## src/hw/rtl/slabnt_pkg.sv

```systemverilog
package slabnt_pkg;

	// Parameter defaults
	localparam int FRAC_BITS_DEF      = 16;
	localparam int COUNT_WIDTH_DEF    = 32;
	localparam int LOG_ITERATIONS_DEF = 16;

	// Fixed field widths
	localparam int DRAW_W    = 16;
	localparam int POS_W     = 24;
	localparam int THR_W     = 17;
	localparam int DIR_W     = 18;
	localparam int MAG_W     = 17;
	localparam int OUT_CNT_W = 32;
	localparam int Y_W       = 64;
	localparam int Y_FRAC    = 60;

	localparam logic signed [DIR_W-1:0] DIR_ONE = 18'sd65536;

	// Register reset values
	localparam logic [POS_W-1:0] SLAB_THICKNESS_RST   = 24'd655360;
	localparam logic [THR_W-1:0] ABSORB_THRESHOLD_RST = 17'd19661;

	// Configuration register map
	localparam int CFG_IDX_W  = 2;
	localparam int CFG_DATA_W = 24;
	localparam logic [CFG_IDX_W-1:0] REG_SLAB_THICKNESS   = 2'd0;
	localparam logic [CFG_IDX_W-1:0] REG_ABSORB_THRESHOLD = 2'd1;

	typedef enum logic [1:0] {
		OUTC_SCATTER  = 2'd0,
		OUTC_TRANSMIT = 2'd1,
		OUTC_REFLECT  = 2'd2,
		OUTC_ABSORB   = 2'd3
	} outcome_t;

	typedef enum logic [1:0] {
		ST_IDLE,
		ST_LOG,
		ST_MUL,
		ST_DECIDE
	} step_state_t;

	typedef enum logic [2:0] {
		LG_IDLE,
		LG_NORM,
		LG_ITER,
		LG_ROUND,
		LG_FIN
	} log_state_t;

	typedef struct packed {
		logic load;    // latch draws of the accepted item
		logic mul_en;  // form |cosine| * lambda
		logic commit;  // classify and update neutron state
	} trk_ctrl_t;

	// Restoring division, elaboration use only
	function automatic logic [63:0] udiv64(input logic [63:0] num, input logic [63:0] den);
		logic [63:0] q;
		logic [63:0] r;
		q = '0;
		r = '0;
		for (int i = 63; i >= 0; i--) begin
			r = {r[62:0], num[i]};
			if (r >= den) begin
				r = r - den;
				q[i] = 1'b1;
			end
		end
		return q;
	endfunction

	// ln(2) in Q.60, series truncated term by term
	function automatic logic [63:0] ln2_q60();
		logic [63:0] s;
		s = '0;
		for (int n = 1; n <= 60; n++) begin
			s = s + udiv64(64'd1 << (60 - n), 64'(n));
		end
		return s;
	endfunction

	// ln(1 + 2^-k) in Q.60, alternating series
	function automatic logic [63:0] ln1p_q60(input int k);
		logic [63:0] s;
		logic [63:0] t;
		s = '0;
		for (int n = 1; n <= 60; n++) begin
			if (n * k <= 60) begin
				t = udiv64(64'd1 << (60 - n * k), 64'(n));
				if ((n % 2) == 1) begin
					s = s + t;
				end else begin
					s = s - t;
				end
			end
		end
		return s;
	endfunction

	localparam logic [63:0] LN2_Q60 = ln2_q60();

endpackage

```

## src/hw/rtl/slabnt_log.sv

```systemverilog
module slabnt_log
	import slabnt_pkg::*;
#(
	parameter int FRAC_BITS      = FRAC_BITS_DEF,
	parameter int LOG_ITERATIONS = LOG_ITERATIONS_DEF,
	localparam int LAMBDA_W      = FRAC_BITS + 4
) (
	input  logic                clk,
	input  logic                arst_n,
	input  logic                start,
	input  logic [DRAW_W-1:0]   path_draw,
	output logic                done,
	output logic [LAMBDA_W-1:0] lambda
);

	localparam int X_W = 33;
	localparam int T_W = 34;
	localparam int KW  = $clog2(LOG_ITERATIONS + 1);
	localparam logic [T_W-1:0]   X_ONE      = 34'h1_0000_0000;
	localparam logic [KW-1:0]    K_LAST     = KW'(LOG_ITERATIONS);
	localparam logic [Y_W-1:0]   ROUND_BIAS = 64'd1 << (Y_FRAC - 1 - FRAC_BITS);

	// ln(1 + 2^-k) constants; entry 0 unused
	logic [Y_W-1:0] ln_tab [0:LOG_ITERATIONS];

	assign ln_tab[0] = '0;
	for (genvar g = 1; g <= LOG_ITERATIONS; g++) begin : g_tab
		localparam logic [Y_W-1:0] LN1P = ln1p_q60(g);
		assign ln_tab[g] = LN1P;
	end

	log_state_t       state_q, state_d;
	logic [X_W-1:0]   x_q, x_d;
	logic [Y_W-1:0]   y_q;
	logic [KW-1:0]    k_q, k_d;
	logic [Y_W-1:0]   addend;
	logic             y_en;
	logic [T_W-1:0]   t_sum;
	logic             t_fits;
	logic [DRAW_W:0]  draw_p1;

	assign draw_p1 = {1'b0, path_draw} + 17'd1;
	assign t_sum   = T_W'(x_q) + T_W'(x_q >> k_q);
	assign t_fits  = (t_sum <= X_ONE);

	always_comb begin
		state_d = state_q;
		x_d     = x_q;
		k_d     = k_q;
		addend  = '0;
		y_en    = 1'b0;
		done    = 1'b0;
		unique case (state_q)
			LG_IDLE: begin
				if (start) begin
					state_d = LG_NORM;
				end
			end
			LG_NORM: begin
				if (x_q[X_W-1:X_W-2] == 2'b00) begin
					x_d    = {x_q[X_W-2:0], 1'b0};
					addend = LN2_Q60;
					y_en   = 1'b1;
				end else begin
					k_d     = KW'(1);
					state_d = LG_ITER;
				end
			end
			LG_ITER: begin
				if (t_fits) begin
					x_d    = t_sum[X_W-1:0];
					addend = ln_tab[k_q];
					y_en   = 1'b1;
				end
				if (k_q == K_LAST) begin
					state_d = LG_ROUND;
				end else begin
					k_d = k_q + KW'(1);
				end
			end
			LG_ROUND: begin
				// half-up rounding through the same adder
				addend  = ROUND_BIAS;
				y_en    = 1'b1;
				state_d = LG_FIN;
			end
			LG_FIN: begin
				done    = 1'b1;
				state_d = LG_IDLE;
			end
			default: state_d = LG_IDLE;
		endcase
	end

	always_ff @(posedge clk or negedge arst_n) begin
		if (!arst_n) begin
			state_q <= LG_IDLE;
		end else begin
			state_q <= state_d;
		end
	end

	always_ff @(posedge clk) begin
		k_q <= k_d;
		if (state_q == LG_IDLE && start) begin
			x_q <= {draw_p1, 16'b0};
			y_q <= '0;
		end else begin
			x_q <= x_d;
			if (y_en) begin
				y_q <= y_q + addend;
			end
		end
	end

	assign lambda = y_q[Y_FRAC-FRAC_BITS +: LAMBDA_W];

endmodule

```

## src/hw/rtl/slabnt_track.sv

```systemverilog
module slabnt_track
	import slabnt_pkg::*;
#(
	parameter int FRAC_BITS   = FRAC_BITS_DEF,
	parameter int COUNT_WIDTH = COUNT_WIDTH_DEF,
	localparam int LAMBDA_W   = FRAC_BITS + 4
) (
	input  logic                   clk,
	input  logic                   arst_n,
	input  trk_ctrl_t              ctrl,
	input  logic [DRAW_W-1:0]      absorb_draw,
	input  logic [DRAW_W-1:0]      direction_draw,
	input  logic [LAMBDA_W-1:0]    lambda,
	input  logic [POS_W-1:0]       slab_thickness,
	input  logic [THR_W-1:0]       absorb_threshold,
	output outcome_t               outcome,
	output logic [COUNT_WIDTH-1:0] transmit_total,
	output logic [COUNT_WIDTH-1:0] reflect_total,
	output logic [COUNT_WIDTH-1:0] absorb_total
);

	localparam int PW     = MAG_W + LAMBDA_W;
	localparam int DISP_W = PW - 15;
	localparam int NW     = ((POS_W > DISP_W) ? POS_W : DISP_W) + 2;

	logic [DRAW_W-1:0]       adraw_q, ddraw_q;
	logic [POS_W-1:0]        pos_q;
	logic signed [DIR_W-1:0] dir_q;
	logic [PW-1:0]           prod_q;
	logic                    dir_neg;
	logic [MAG_W-1:0]        mag;
	logic [PW:0]             prod_rnd;
	logic [DISP_W-1:0]       disp;
	logic signed [NW-1:0]    pos_x, disp_x, thick_x, next_pos;
	outcome_t                outc_d;
	logic signed [DIR_W-1:0] new_dir;

	assign dir_neg = dir_q[DIR_W-1];
	assign mag     = dir_neg ? MAG_W'(-dir_q) : MAG_W'(dir_q);

	assign prod_rnd = {1'b0, prod_q} + (PW+1)'(32768);
	assign disp     = prod_rnd[PW:16];

	assign pos_x    = $signed(NW'(pos_q));
	assign disp_x   = $signed(NW'(disp));
	assign thick_x  = $signed(NW'(slab_thickness));
	assign next_pos = dir_neg ? (pos_x - disp_x) : (pos_x + disp_x);

	assign new_dir = $signed({1'b0, ddraw_q, 1'b0}) - DIR_ONE;

	always_comb begin
		if (next_pos >= thick_x) begin
			outc_d = OUTC_TRANSMIT;
		end else if (next_pos[NW-1]) begin
			outc_d = OUTC_REFLECT;
		end else if ({1'b0, adraw_q} < absorb_threshold) begin
			outc_d = OUTC_ABSORB;
		end else begin
			outc_d = OUTC_SCATTER;
		end
	end

	always_ff @(posedge clk) begin
		if (ctrl.load) begin
			adraw_q <= absorb_draw;
			ddraw_q <= direction_draw;
		end
		if (ctrl.mul_en) begin
			prod_q <= mag * lambda;
		end
	end

	always_ff @(posedge clk or negedge arst_n) begin
		if (!arst_n) begin
			pos_q          <= '0;
			dir_q          <= DIR_ONE;
			outcome        <= OUTC_SCATTER;
			transmit_total <= '0;
			reflect_total  <= '0;
			absorb_total   <= '0;
		end else if (ctrl.commit) begin
			outcome <= outc_d;
			case (outc_d)
				OUTC_SCATTER: begin
					pos_q <= next_pos[POS_W-1:0];
					dir_q <= new_dir;
				end
				OUTC_TRANSMIT: begin
					if (transmit_total != '1) transmit_total <= transmit_total + 1'b1;
				end
				OUTC_REFLECT: begin
					if (reflect_total != '1) reflect_total <= reflect_total + 1'b1;
				end
				default: begin
					if (absorb_total != '1) absorb_total <= absorb_total + 1'b1;
				end
			endcase
			if (outc_d != OUTC_SCATTER) begin
				pos_q <= '0;
				dir_q <= DIR_ONE;
			end
		end
	end

endmodule

```

## src/hw/rtl/slab_neutron_transport_step_top.sv

```systemverilog
// One-dimensional slab neutron transport, one flight step per item. Each item
// brings three 16-bit uniform draws; the block turns the first into a free path
// -ln((d+1)/65536) with a shift-and-add logarithm, moves the current neutron by
// path times direction cosine and reports whether it scattered inside (0), was
// transmitted (1), reflected (2) or absorbed (3), along with the saturating
// totals. A finished neutron restarts at position 0 heading +1. One item is in
// flight at a time: the next item is taken only after the last one commits.
// The logarithm unit doubles d+1 until it lies in [2^15, 2^16], adding ln 2
// per doubling, then runs LOG_ITERATIONS shift-and-add iterations and a
// rounding step, all through its single 64-bit accumulator; it then hands the
// path over, the tracker multiplies it by |cosine|, classifies and commits,
// and the sequencer returns to idle, where the next item is taken. A result
// waiting on out_stall does not block the next item's logarithm, only its
// commit. Configuration writes are always taken (cfg_ready tied high) and
// must only be made while idle.
module slab_neutron_transport_step_top
	import slabnt_pkg::*;
#(
	parameter int FRAC_BITS      = FRAC_BITS_DEF,
	parameter int COUNT_WIDTH    = COUNT_WIDTH_DEF,
	parameter int LOG_ITERATIONS = LOG_ITERATIONS_DEF
) (
	input  logic                  clk,
	input  logic                  arst_n,
	// configuration write channel
	input  logic                  cfg_valid,
	output logic                  cfg_ready,
	input  logic [CFG_IDX_W-1:0]  cfg_index,
	input  logic [CFG_DATA_W-1:0] cfg_data,
	// input items
	input  logic                  in_valid,
	output logic                  in_stall,
	input  logic [DRAW_W-1:0]     path_draw,
	input  logic [DRAW_W-1:0]     absorb_draw,
	input  logic [DRAW_W-1:0]     direction_draw,
	// result items
	output logic                  out_valid,
	input  logic                  out_stall,
	output logic [1:0]            outcome,
	output logic [OUT_CNT_W-1:0]  transmitted_count,
	output logic [OUT_CNT_W-1:0]  reflected_count,
	output logic [OUT_CNT_W-1:0]  absorbed_count
);

	localparam int LAMBDA_W = FRAC_BITS + 4;

	step_state_t            state_q, state_d;
	logic [POS_W-1:0]       thick_q;
	logic [THR_W-1:0]       thr_q;
	logic                   out_valid_q;
	logic                   in_accept;
	logic                   out_free;
	logic                   log_done;
	logic [LAMBDA_W-1:0]    lambda;
	trk_ctrl_t              trk_ctrl;
	outcome_t               trk_outcome;
	logic [COUNT_WIDTH-1:0] trans_cnt, refl_cnt, abs_cnt;

	// Config registers
	assign cfg_ready = 1'b1;

	always_ff @(posedge clk or negedge arst_n) begin
		if (!arst_n) begin
			thick_q <= SLAB_THICKNESS_RST;
			thr_q   <= ABSORB_THRESHOLD_RST;
		end else if (cfg_valid && cfg_ready) begin
			unique case (cfg_index)
				REG_SLAB_THICKNESS:   thick_q <= cfg_data[POS_W-1:0];
				REG_ABSORB_THRESHOLD: thr_q   <= cfg_data[THR_W-1:0];
				default: ;  // unmapped index, write dropped
			endcase
		end
	end

	// Step sequencer
	assign in_stall  = (state_q != ST_IDLE);
	assign in_accept = in_valid && !in_stall;
	// result slot is free if empty or being taken this cycle
	assign out_free  = !out_valid_q || !out_stall;

	always_comb begin
		state_d  = state_q;
		trk_ctrl = '0;
		unique case (state_q)
			ST_IDLE: begin
				if (in_accept) begin
					trk_ctrl.load = 1'b1;
					state_d       = ST_LOG;
				end
			end
			ST_LOG: begin
				if (log_done) state_d = ST_MUL;
			end
			ST_MUL: begin
				trk_ctrl.mul_en = 1'b1;
				state_d         = ST_DECIDE;
			end
			ST_DECIDE: begin
				if (out_free) begin
					trk_ctrl.commit = 1'b1;
					state_d         = ST_IDLE;
				end
			end
			default: state_d = ST_IDLE;
		endcase
	end

	always_ff @(posedge clk or negedge arst_n) begin
		if (!arst_n) begin
			state_q     <= ST_IDLE;
			out_valid_q <= 1'b0;
		end else begin
			state_q <= state_d;
			if (trk_ctrl.commit) begin
				out_valid_q <= 1'b1;
			end else if (!out_stall) begin
				out_valid_q <= 1'b0;
			end
		end
	end

	slabnt_log #(
		.FRAC_BITS      (FRAC_BITS),
		.LOG_ITERATIONS (LOG_ITERATIONS)
	) u_log (
		.clk       (clk),
		.arst_n    (arst_n),
		.start     (in_accept),
		.path_draw (path_draw),
		.done      (log_done),
		.lambda    (lambda)
	);

	// Neutron state and totals; they only move on commit, so they double as
	// the result register.
	slabnt_track #(
		.FRAC_BITS   (FRAC_BITS),
		.COUNT_WIDTH (COUNT_WIDTH)
	) u_track (
		.clk              (clk),
		.arst_n           (arst_n),
		.ctrl             (trk_ctrl),
		.absorb_draw      (absorb_draw),
		.direction_draw   (direction_draw),
		.lambda           (lambda),
		.slab_thickness   (thick_q),
		.absorb_threshold (thr_q),
		.outcome          (trk_outcome),
		.transmit_total   (trans_cnt),
		.reflect_total    (refl_cnt),
		.absorb_total     (abs_cnt)
	);

	assign out_valid         = out_valid_q;
	assign outcome           = trk_outcome;
	assign transmitted_count = OUT_CNT_W'(trans_cnt);
	assign reflected_count   = OUT_CNT_W'(refl_cnt);
	assign absorbed_count    = OUT_CNT_W'(abs_cnt);

endmodule

```

## config.mk

```make
export PLATFORM = sky130hd
export DESIGN_NAME = slab_neutron_transport_step_top
export DESIGN_NICKNAME = d
export VERILOG_FILES = /design/src/hw/rtl/slabnt_pkg.sv /design/src/hw/rtl/slabnt_log.sv /design/src/hw/rtl/slabnt_track.sv /design/src/hw/rtl/slab_neutron_transport_step_top.sv
export SDC_FILE = /design/constraint.sdc
export NUM_CORES = 2
export LEC_CHECK = 0
export ABC_CLOCK_PERIOD_IN_PS = 26500
export BUFFER_PORTS_ARGS = -buffer_cell sky130_fd_sc_hd__buf_4
export CORE_UTILIZATION = 43
export DETAILED_ROUTE_END_ITERATION = 8
export PLACE_DENSITY = 0.61
export SKIP_LAST_GASP = 1
export SYNTH_ARGS = -nofsm -noshare
export SYNTH_HDL_FRONTEND = slang
export SYNTH_SLANG_ARGS = --single-unit
```

## constraint.sdc

```tcl
create_clock -name clk -period 26.5 [get_ports clk]
set_input_delay 0 -clock clk [delete_from_list [all_inputs] [get_ports clk]]
set_output_delay 0 -clock clk [all_outputs]
set_load 0.02 [all_outputs]
```

Word level (Yosys, flattened, before mapping)
Memory sizes are Yosys's and may differ from the RTL's.
Cells that the tools add are included.

cells by class
  $add $sub $neg = 12
  $mul = 1
  $lt $le $gt $ge = 4
  eq/ne operators = 26
  shifts and indexed selects = 1
  multiplexer cells = 40
  bitwise operators = 2
  reduce and logical (&&, ||, !) cells = 28

operators by type and width
  kind                      number
  $mux W64                  3
  $pmux W64 S3              1
  $mux W33                  3
  $add A32 B1 Y32 const B   3
  $ne A32 B32 Y1 const B    3
  $pmux W33 S2              1
  $add A64 B64 Y64          1
  $mux W60                  1
  $mux W24                  2
  $add A37 B16 Y38 const B  1
  $mul A17 B20 Y37          1
  $mux W18                  2
  $add A33 B34 Y34          1
  $le A34 B33 Y1 const B    1
  $shr A33 B5 Y34           1
  $ge A26 B25 Y1            1
  $mux W26                  1
  $add A24 B22 Y25          1
  $sub A24 B22 Y25          1
  $reduce_and A3 Y1         8
  $sub A17 B17 Y18 const B  1
  $add A16 B1 Y17 const B   1
  $lt A16 B17 Y1            1
  $mux W17                  1
  31 further kinds          73

storage, ports and cells
  flip-flop bits (word level) = 358
  memory bits (read-only) = 2048
  input bits = 79
  output and inout bits = 101
  word-level logic and storage cells = 133
  memories = 1

memory list
  memory           words  width  rd ports  clocked after Yosys merged registers in  wr ports  line              source
  (no name shown)  32     64     1         0                                        0         slabnt_log.sv:72  addend = ln_tab[k_q];

Logic depth before layout (Yosys ltp)
  depth in word-level cells = 9
  gate-level depth with buffers = 38
  mapped depth without buffers = 34

By module
Synthesis repeated with hierarchy kept, for this count alone.

unflattened totals
  cells, all modules = 4156
  area total of the unflattened synthesis = 36346.1 um2

modules (own cells, without submodules)
  module                           times used  cells an instance  area each (um2)  seq. area each (um2)
  slabnt_track                     1           2295               21679.5          5101.1
  slabnt_log                       1           1752               12876.1          2337.2
  slab_neutron_transport_step_top  1           109                1790.5           1113.6

Worst setup path after synthesis
Ideal clock, no wire load.

  path type = reg-to-reg
  from = reg u_log.k_q[0]
  to = reg u_log.y_q[63]
  library setup time = 70 ps
  arrival time = 8790 ps
  data required time = 26430 ps
  path slack = 17640 ps
  cell stages (with the launch flop) = 36
  path buffers = 5
  period minus slack after synthesis = 8860 ps
  cell sequence = edfxtp_1 clkbuf_1 buf_1 clkbuf_1 mux4_2 nand2_1 nand2_1 o21ai_0 mux2i_1 ha_1 fa_1 a211oi_2 o21ai_2 a221oi_4 a211o_2 nor4b_1 or4_1 or4_1 or2_1 o31ai_2 nand3_1 clkbuf_1 buf_2 nor3_1 ha_1 a21oi_1 nor2_1 o21ai_0 a2111oi_0 or3_1 a31oi_1 o21ai_0 a41o_1 a311o_1 a31o_2 a21oi_1

between the ends
  word-level cells in the longest chain between the ends = 7
  elaborated cells between the ends (all ways) = 12
  those cells by class = 2 x add/sub; 1 x order compare; 1 x shift; 6 x mux; 1 x bitwise; 1 x memory

RTL lines
  what                                                      line               source
  start, declared                                           slabnt_log.sv:35   logic [KW-1:0] k_q, k_d;
  start signal, assigned                                    slabnt_log.sv:104  k_q <= k_d;
  branches (longest 7 deep; another with $add A64 B64 Y64)  -
  end signal, assigned                                      slabnt_log.sv:111  y_q <= y_q + addend;
  end, declared                                             slabnt_log.sv:34   logic [Y_W-1:0] y_q;

Several ways; the timed one is not identified. The select of a mux whose other input is x is not followed.
A chain may end at the register's enable or synchronous reset.

Worst setup path in the final report
  from = reg u_log.k_q[0]
  to = reg u_log.y_q[62]

Same word-level chain as after synthesis.

==> metrics.cfg <==
[run_status]
run_status=complete, no violations

[sta]
setup_slack_ns=15.96
worst_slew_pin_slew_ns=1.14
slew_headroom_pct=23.8
slew_viol_final=0
finClkSkew_ns=0.0370
rsz0062_at_grt=no
setup_viol=0
tns_ns=0
fin_hold_ws_ns=0.0697
min_period_ns=10.54
max_freq_mhz=94.9
fin_crit_sh_pct=39.8
hold_violations=0

[setup_path]
cp.depth=32
cp.arrival_ns=11.07
path_max_fanout=57
r2r-start=u_log.k_q[0]$_SDFFCE_PN1P_
cp-start-kind=flip-flop
max_stage_delay_ns=0.90
rr_endpoint=u_log.y_q[62]$_SDFFE_PP0P_
crit_type=reg2reg
worstPathRequired_ns=27.04
crit_slowest_cell=a2111oi_0
reg2regPathDepth=32
crit_buf_inv=2
end_kind=flip-flop
rrSetupSlack_ns=15.96
cp_top_family=compound AO/OA/AOI/OAI gates

[global_routing]
grt_overflow_total=0
grt_pass1_wl_um=171000
antenna_found_initial=2
grt_pass1_vias=31100
grt_use_total_pct=24.7
grt_max_degree=117

[pwr]
finalPower_mw=5.77
leakage_nw=19.4
p_per_area_nw_per_um2=140
vdd_drop_max_uv=110

[synth]
yosys_register_bits=342
syn-num-nets=4906
synth-async-reset-ratio_pct=54.4
yosysWarnings=0
synth_cell_type_count=91
netlist_area_sq_um=36300
syn_inst=4249
yosysSeqAreaShare_pct=23.6
synth_edf_count=76
synth.avg_cell_area_sq_um=8.54
synth_flop_cell=dfrtp_1

[route]
drt_first_iter_violations=2339
drcViolationCount=0
vias=31400
ant_nets=0
drt-total-wl_um=106000
routed_wire_length_per_instance_um=19.1
viasPerCell=5.67
drtPass1Iterations=6

[clock_network]
cts_buffer_depth=3
cts_resized=0
post_cts_buffers=0
htreeDepth=2
insertion_delay_ns=0.63
cts.sinks=342
holdBufCountCts=125
cts_buffers=43
cts_tree=built
clkTransAtPathRegs_ns=0.06
clock-root-buffer=clkbuf_16

[layout]
finalInstanceArea_sq_um=41300
layout_commonest_cell=nand2_1
finalCoreUtilization_pct=49.4
final_cell_mix=493 x nand2_1, 440 x inv_1, 325 x ha_1
syn_to_final_growth_pct=13.7
drive_above_1_share_pct=8.57
fin_nets=5078
final-instance-count-excl-fill=5537

[hold_path]
hold_class=in2reg
holdPathStages=4
min_from=path_draw[1]
min_to=u_log.x_q[17]$_DFFE_PP_

[run]
cap_violations=0

[die]
die_area_sq_um=85600
fp.dieW_um=293
core-area_sq_um=83600
num_io_pins=180
fp.dieH_um=293
rows=106
start_util_pct=43.4

[placement]
place_hpwl_um=77500
place_area_sq_um=38500
routabilityCongestion=0.952
place_ws_ns=16.13
numPortBuffers=178
dp.cells=5331

-- cells in the mapped netlist, types with 10 or more instances --
library cell / instances / area (sq um)
dfstp_2: 11 / 289
fa_1: 253 / 5060
nor2b_1: 80 / 500
inv_1: 440 / 1650
or3_1: 16 / 100
a31oi_1: 28 / 175
a21oi_1: 221 / 1110
xnor2_1: 162 / 1420
and4_1: 21 / 184
o211ai_1: 18 / 135
dfrtp_1: 175 / 4380
and2_1: 93 / 582
nand4_1: 43 / 269
a22o_1: 36 / 315
o22ai_1: 13 / 81.3
o21a_1: 27 / 203
nand2b_1: 42 / 263
nor2_1: 299 / 1120
o31ai_1: 31 / 233
mux2_2: 27 / 304
dfxtp_1: 80 / 1600
clkbuf_1: 177 / 664
xor2_1: 87 / 762
nand2_1: 493 / 1850
nor3_1: 81 / 405
a211oi_1: 45 / 338
mux4_2: 14 / 315
o21ai_0: 222 / 1110
mux2i_1: 87 / 871
nand3_1: 129 / 646
buf_1: 24 / 90.1
a221oi_1: 16 / 140
o21bai_1: 24 / 180
nor4_1: 23 / 144
a21o_1: 59 / 443
ha_1: 325 / 4070
buf_2: 10 / 50.1
or2_2: 11 / 68.8
edfxtp_1: 76 / 2280
and3_1: 55 / 344
-- layer usage --
layer | up-vias | global-route usage [%] | wire length [um]
met5 | - | 0 | 10
met4 | 2 | 8.01 | 3420
met3 | 198 | 2.66 | 5550
met2 | 882 | 40.7 | 49600
met1 | 15400 | 34.0 | 47200
li1 | 14900 | - | -
-- layout make-up --
cell class,count,area (sq um)
Sequential cell,342,8550
Clock buffer,64,1290
Clock inverter,15,213
Timing Repair Buffer,347,2920
Antenna cell,2,5.00
Multi-Input combinational cell,3245,25300
Tap cell,1080,1350
Inverter,442,1660
Fill cell,7959,42300
-- tightest hold or removal path: stages --
cell and delay, ns:
buf_4 0.10, ha_1 0.15, a22oi_1 0.12, o21ai_0 0.15
-- kinds of logic after synthesis --
family / share of synthesized area (%)
compound gates: 15.5
flops: 23.6
mux: 4.11
fa+ha+maj: 25.2
xor+xnor: 6.01
other cells: 0.0103
simple gates: 18.6
buf+inv: 6.99
-- how the worst max path moves through the flow --
stage,start,endpoint
4_1_cts,u_log.k_q[1]$_SDFFCE_PN0P_,u_log.y_q[62]$_SDFFE_PP0P_
6_report,u_log.k_q[0]$_SDFFCE_PN1P_,u_log.y_q[62]$_SDFFE_PP0P_
5_1_grt,u_log.k_q[0]$_SDFFCE_PN1P_,u_log.y_q[62]$_SDFFE_PP0P_
2_1_floorplan,u_log.k_q[0]$_SDFFCE_PN1P_,u_log.y_q[63]$_SDFFE_PP0P_
3_3_place_gp,u_log.k_q[1]$_SDFFCE_PN0P_,u_log.y_q[62]$_SDFFE_PP0P_
3_5_place_dp,u_log.k_q[1]$_SDFFCE_PN0P_,u_log.y_q[62]$_SDFFE_PP0P_
-- where the power goes --
part / switching [mW] / internal [mW] / total [mW]
Combinational: 2.66 / 1.56 / 4.22
Clock: 0.257 / 0.370 / 0.627
Sequential: 0.196 / 0.733 / 0.930
Total: 3.11 / 2.66 / 5.77
-- state kept, by name, summed over array words and instances, names as in the netlist --
register and count:
u_track.dir_q 17, thick_q 24, u_track.prod_q 22, state_q 2
thr_q 17, u_log.x_q 33, u_track.ddraw_q 16, u_log.k_q 5
u_log.y_q 64, u_track.transmit_total 32, u_track.outcome 2, u_log.state_q 3
u_track.reflect_total 32, u_track.pos_q 24, out_valid 1, u_track.adraw_q 16
u_track.absorb_total 32
No activity file was read; power rests on OpenSTA's default activity.
